`src/sv/qvr_round_sat.sv`:
```
`timescale 1ns / 1ps

module qvr_round_sat #(
    parameter int ACC_W  = 52,
    parameter int SUM_W  = 53,
    parameter int SHIFT  = 28,
    parameter int OUT_W  = 16
) (
    input  logic signed [ACC_W-1:0] acc,
    output logic signed [OUT_W-1:0] result,
    output logic                    clip
);

    localparam logic signed [SUM_W-1:0] HALF = SUM_W'(1) << (SHIFT - 1);
    localparam logic signed [SUM_W-1:0] HI   = (SUM_W'(1) << (OUT_W - 1)) - SUM_W'(1);
    localparam logic signed [SUM_W-1:0] LO   = -HI - SUM_W'(1);

    logic signed [SUM_W-1:0] sum;
    logic signed [SUM_W-1:0] scaled;

    always_comb
    begin
        // add half an output step, ties go toward plus infinity
        sum    = SUM_W'(acc) + HALF;
        scaled = sum >>> SHIFT;
        if (scaled > HI)
        begin
            result = HI[OUT_W-1:0];
            clip   = 1'b1;
        end
        else if (scaled < LO)
        begin
            result = LO[OUT_W-1:0];
            clip   = 1'b1;
        end
        else
        begin
            result = scaled[OUT_W-1:0];
            clip   = 1'b0;
        end
    end

endmodule

```
`config.mk`:
```
export PLATFORM = sky130hd
export DESIGN_NAME = qvr_round_sat
export DESIGN_NICKNAME = d
export VERILOG_FILES = /design/src/sv/qvr_round_sat.sv
export SDC_FILE = /design/constraint.sdc
export NUM_CORES = 1
export LEC_CHECK = 0
export BUFFER_PORTS_ARGS = -buffer_cell sky130_fd_sc_hd__buf_2
export CORE_AREA = 2 2 60 45
export DETAILED_ROUTE_END_ITERATION = 12
export DIE_AREA = 0 0 62 47
export PLACE_DENSITY_LB_ADDON = 0.2
export SETUP_SLACK_MARGIN = 0.15
export SYNTH_ARGS = -nofsm -noshare
export SYNTH_HDL_FRONTEND = slang
export SYNTH_SLANG_ARGS = --single-unit
```
`constraint.sdc`:
```
create_clock -name vclk -period 2.6
set_input_delay 0.39 -clock vclk [all_inputs]
set_output_delay 0.39 -clock vclk [all_outputs]
set_load 0.01 [all_outputs]
```
==> results of run 1 <==
-- worst max-delay path: cells and delay by family --
family                 cells  cell delay [ns]
AO/OA/AOI/OAI              1             0.14
buffers and inverters      4             0.62
AND/OR/NAND/NOR            5             1.24
-- cell usage in the layout, fill, tap and decap left out, types with 3 or more instances in the layout --
master   count
buf_4       51
buf_2       32
nor2_1      14
nand2_1     13
buf_6       13
xnor2_1     10
nand3_1      7
nor3_1       7
nor3_4       7
nor3_2       6
o21ai_2      6
xor2_1       5
nand4_1      4
inv_1        4
nand3_4      3
nand3_2      3
-- what timing repair did --
item / in CTS / in global routing
resized for setup: 33 / 23
hold buffers: 0 / 0
setup buffers: 6 / 1
endpoints found under the setup margin: 16 / 17
pin swaps: 13 / 9
-- layout make-up --
cell class / instances / area (um2) / area share
multi-input combinational: 126 / 1100 / 0.587
tap: 34 / 42.5 / 0.0226
inverter: 4 / 15.0 / 0.00798
timing repair buffer: 98 / 719 / 0.383
-- routing by layer --
layer / up-vias / global-route usage / routed length, um
met5: - / 0 / 0
met3: 15 / 0.00275 / 195
met4: 0 / 0.0298 / 125
met2: 63 / 0.494 / 2310
met1: 693 / 0.341 / 1650
li1: 695 / - / -
-- power breakdown --
part           switching (mW)  internal, mW  leakage, nW
logic                   0.123         0.120        0.750
clock network               0             0            0
registers                   0             0            0
total                   0.123         0.120        0.750
-- worst min-delay path by stage --
stage	startpoint	endpoint	slack, ns	depth (start not counted)
6_report	acc[28]	result[0]	1.24	5
5_1_grt	acc[28]	result[0]	1.29	5
4_1_cts	acc[28]	result[0]	1.26	5
3_5_place_dp	acc[28]	result[0]	1.25	5
3_3_place_gp	acc[28]	result[0]	1.24	5
2_1_floorplan	acc[38]	result[10]	0.98	2
-- Yosys cell counts --
master / number
a2111oi_4: 1
a211oi_1: 2
a21oi_1: 1
a21oi_2: 1
a31o_2: 1
a31oi_1: 2
and2_1: 2
and3_1: 3
and4_1: 2
buf_6: 1
clkbuf_1: 3
ha_1: 1
inv_1: 4
mux2i_1: 1
nand2_1: 13
nand2b_1: 1
nand3_1: 13
nand3b_1: 2
nand4_1: 4
nand4_2: 1
nand4b_4: 1
nor2_1: 14
nor3_1: 20
nor4_1: 3
o211ai_1: 1
o21a_1: 1
o21ai_0: 5
o21ai_1: 3
o22ai_1: 2
o31a_1: 1
o31ai_1: 1
o31ai_2: 1
or2_2: 1
or2_4: 1
or3_1: 2
or4_1: 1
or4_4: 1
xnor2_1: 11
xor2_1: 5
-- logic make-up (layout without fill, tap and decap cells) --
family / after synthesis / after routing / synth area share
adders and majority gates: 1 / 1 / 0.0149
AOI/OAI and AO/OA: 23 / 23 / 0.208
xor gates and xnor gates: 16 / 16 / 0.167
and+or+nand+nor: 85 / 85 / 0.553
buffers and inverters: 8 / 102 / 0.0448
muxes: 1 / 1 / 0.0120
-- metrics by stage --
stage               setup WS, ns  power, mW   util  setup TNS, ns
floorplan                 0.0480     0.0936      -              0
global placement          -0.199      0.190  0.668          -2.48
detailed placement        -0.288      0.197  0.668          -2.96
CTS                       -0.138      0.222  0.745          -1.64
global route              -0.251      0.259  0.802          -3.35
finish                    -0.197      0.243  0.802          -2.21
==> flow_summary.ini, run 1 <==
[worst_setup_path]
cp_slowest_stage_delay_ns = 0.57
crit_arrival_ns = 2.41
worstSetupPathType = input pin to output pin
endpoint = result[9]
critPathMaxFanout = 8
cp_cell_sequence = buf_8, nand4_4, or4_4, or3_1, o211ai_1, buf_4, nor3_2, buf_4, nor3_4, buf_2
cp-startpoint = acc[41]
critPathSlowestCell = or4_4
start_kind = input pin
crit_path_frequent_cell = buf_4
required_ns = 2.21
crit_path_end_kind = output pin

[synthesis]
synth_top_cell_area_share = 0.120
synth_nets = 187
synth_cells = 134
synth_area_um2 = 837
syn_area_per_cell_um2 = 6.25
ys_top_cells_by_area = nor3_1 (12%), xnor2_1 (12%), nand3_1 (7.8%)
yosysTopAreaCell = nor3_1
seq_area_frac_synth = 0
yosysWarnings = 0
ys_types = 39

[cells_and_area]
final_layout_size_suffix_gt1_frac = 0.632
synthToLayoutAreaGrowth_pct = 125
ff_latch_area_um2 = 0
clockBufferCount = 0
nNetsFinal = 283
design.seq.count = 0
nFillCells = 159
diodes = 0
final_cell_area_mm2 = 0.00188
final_cells = 262

[global_routing]
grt.total_usage = 0.260
grt_overflow = 0
grt_pass1_vias = 1307
antenna_found_initial = 0
grt_pass1_wl_mm = 5.76
grt_max_degree = 9

[power_and_ir_drop]
p_per_area_mw_per_mm2 = 129
p_leak_nw = 0.750
ir_drop_mv = 0.0706

[floorplanning]
start_util = 0.357
fp.dieW_um = 62
core-area_mm2 = 0.00235
dieArea_mm2 = 0.00291
io_pins = 69
rows = 15
die_h_um = 47

[place]
dp_hpwl_mm = 2.85
placed_area_mm2 = 0.00157
gp_congestion = 0.906
dp_cells = 255
io_buffer_count = 42

[detailed_routing]
dr.pass1.iters = 4
vias_per_cell = 5.60
drtIter0Drc = 53
final_antenna_net_count = 0
wl_mm = 4.28
drc = 0
wl_per_cell_um = 16.3
vias = 1466

[timing]
setup_viol = 16
relSlewSlack = 0.738
hold_viol = 0
fin_crit_ns = 2.80
worst_pin_slew_ns = 0.390
fmax_ghz = 0.358
drv_slew = 0
layout_setup_ws_ns = -0.197
whs_ns = 1.24
grt_setup_unrepaired = true
finalCritPeriodShare = 1.08

[status]
status = finished with violations
violations = setup timing

[worst_hold_path]
hp-class = input pin to output pin

[flow_run]
maxCapViolCount = 0
No activity file was read; power rests on OpenSTA's default activity.
==> run 2, diff against run 1 <==
--- a/config.mk
+++ b/config.mk
@@ -6,9 +6,9 @@
 export NUM_CORES = 1
 export LEC_CHECK = 0
 export BUFFER_PORTS_ARGS = -buffer_cell sky130_fd_sc_hd__buf_2
-export CORE_AREA = 2 2 60 45
+export CORE_AREA = 2 2 58 43
 export DETAILED_ROUTE_END_ITERATION = 12
-export DIE_AREA = 0 0 62 47
+export DIE_AREA = 0 0 60 45
 export PLACE_DENSITY_LB_ADDON = 0.2
 export SETUP_SLACK_MARGIN = 0.15
 export SYNTH_ARGS = -nofsm -noshare
==> constraint.sdc (replaced) <==
create_clock -name vclk -period 2.65
set_input_delay 0.3975 -clock vclk [all_inputs]
set_output_delay 0.3975 -clock vclk [all_outputs]
set_load 0.01 [all_outputs]
==> run 2 against run 1 <==
Compared with the run above: the flow still finishes with violations (setup timing); count of clock-buffer cells in the layout is the same; largest cell class unchanged; combinational power down 12%; non-clock buffer count decreased by 9.
==> flow_summary.ini, run 2 (same netlist as run 1, synthesis figures left out) <==
[worst_setup_path]
worstSetupPathType = input pin to output pin
crit_path_end_kind = output pin
required_ns = 2.25
crit_arrival_ns = 2.42
start_kind = input pin
critPathMaxFanout = 4

[floorplanning]
start_util = 0.395
io_pins = 69
fp.dieW_um = 60
core-area_mm2 = 0.00212
dieArea_mm2 = 0.00270
rows = 14
die_h_um = 45

[timing]
setup_tns_ns = -1.75
drv_slew = 0
layout_setup_ws_ns = -0.166
worst_pin_slew_ns = 0.475
finalCritPeriodShare = 1.06
whs_ns = 1.28
grt_setup_unrepaired = true
fin_crit_ns = 2.82
relSlewSlack = 0.682
fmax_ghz = 0.355
hold_viol = 0
setup_viol = 16

[detailed_routing]
drc = 0
wl_per_cell_um = 15.7
drtIter0Drc = 59
wl_mm = 3.94
final_antenna_net_count = 0
vias = 1430
dr.pass1.iters = 4
vias_per_cell = 5.70

[cells_and_area]
nNetsFinal = 274
nFillCells = 138
clockBufferCount = 0
design.seq.count = 0
mostFrequentLayoutCells = buf_4 (40), buf_2 (37), nor2_1 (13)
diodes = 0
final_cells = 251
final_common_cell = buf_4
synthToLayoutAreaGrowth_pct = 106
final_layout_size_suffix_gt1_frac = 0.594
ff_latch_area_um2 = 0

[power_and_ir_drop]
p_per_area_mw_per_mm2 = 124
power_frac_comb = 1.000
ir_drop_mv = 0.0893
p_leak_nw = 0.728
finalPower_uw = 214
switchingPower_uw = 114
seqPwrFrac = 0
p_int_uw = 99.9
clkPwrFrac = 0
sw_frac_of_total = 0.532

[global_routing]
use_met1 = 0.368
use_met2 = 0.589
grt.total_usage = 0.305
grt_overflow = 0
antenna_found_initial = 0
grt_max_degree = 14
grt_pass1_wl_mm = 6.27
gr-usage-met3 = 0.00573
grt_pass1_vias = 1402
busiest_layer = met2

[place]
gp_congestion = 0.922
io_buffer_count = 42
dp_hpwl_mm = 2.90
dp_cells = 248

[worst_hold_path]
hp-class = input pin to output pin
holdPathEnd = result[2]
min_from = acc[30]
min_delay_path_depth = 5

[status]
violations = setup timing
status = finished with violations

[flow_run]
maxCapViolCount = 0
-- run 2: final cells by class --
| type | count | area (um2) | area share |
|---|---|---|---|
| timing repair buffer | 89 | 633 | 0.367 |
| inverter | 4 | 15.0 | 0.00870 |
| tap | 32 | 40.0 | 0.0232 |
| multi-input combinational | 126 | 1040 | 0.601 |
-- run 2: worst max-delay path, cell delays in order --
cell and delay (ns):
buf_6 0.08, nand4_4 0.13, or4_4 0.56, or3_1 0.32, o211ai_1 0.23, buf_4 0.26, nor3_4 0.06, buf_6 0.13
nor3_4 0.09, buf_2 0.16
-- run 2: layer usage --
layer,vias up,part of all wire
met3,14,0.061
met2,70,0.51
li1,674,-
met1,672,0.39
met5,-,0
met4,0,0.036
-- run 2: how the worst max path moves through the flow --
| stage | cells past startpoint | from | slack, ns | end |
|---|---|---|---|---|
| after floorplan | 7 | acc[39] | 0.08 | result[10] |
| after global placement | 10 | acc[35] | -0.20 | result[6] |
| after detailed placement | 10 | acc[39] | -0.28 | result[11] |
| after CTS | 10 | acc[41] | -0.12 | result[11] |
| after global routing | 9 | acc[41] | -0.26 | result[4] |
| final | 10 | acc[38] | -0.17 | result[11] |
-- run 2: through the flow --
step	utilization	setup slack, ns	instance area, um2
6_report	0.814	-0.166	1730
5_1_grt	0.814	-0.257	1730
4_1_cts	0.798	-0.120	1690
3_5_place_dp	0.727	-0.275	1540
3_3_place_gp	0.727	-0.201	1540
2_1_floorplan	-	0.0830	981
-- run 2: repair_timing --
item,4_1_cts,5_1_grt
hold buffers,0,0
gates resized for setup,35,6
pin swaps,21,5
endpoints found under the hold margin,0,0
setup buffers,2,1
gates cloned,0,0
endpoints found under the setup margin,16,16
-- run 2: power groups by stage --
stage               Clock [mW]  Combinational (mW)  Sequential [mW]
floorplan                    0              0.0918                0
global placement             0               0.181                0
detailed placement           0               0.188                0
CTS                          0               0.206                0
global route                 0               0.231                0
finish                       0               0.214                0
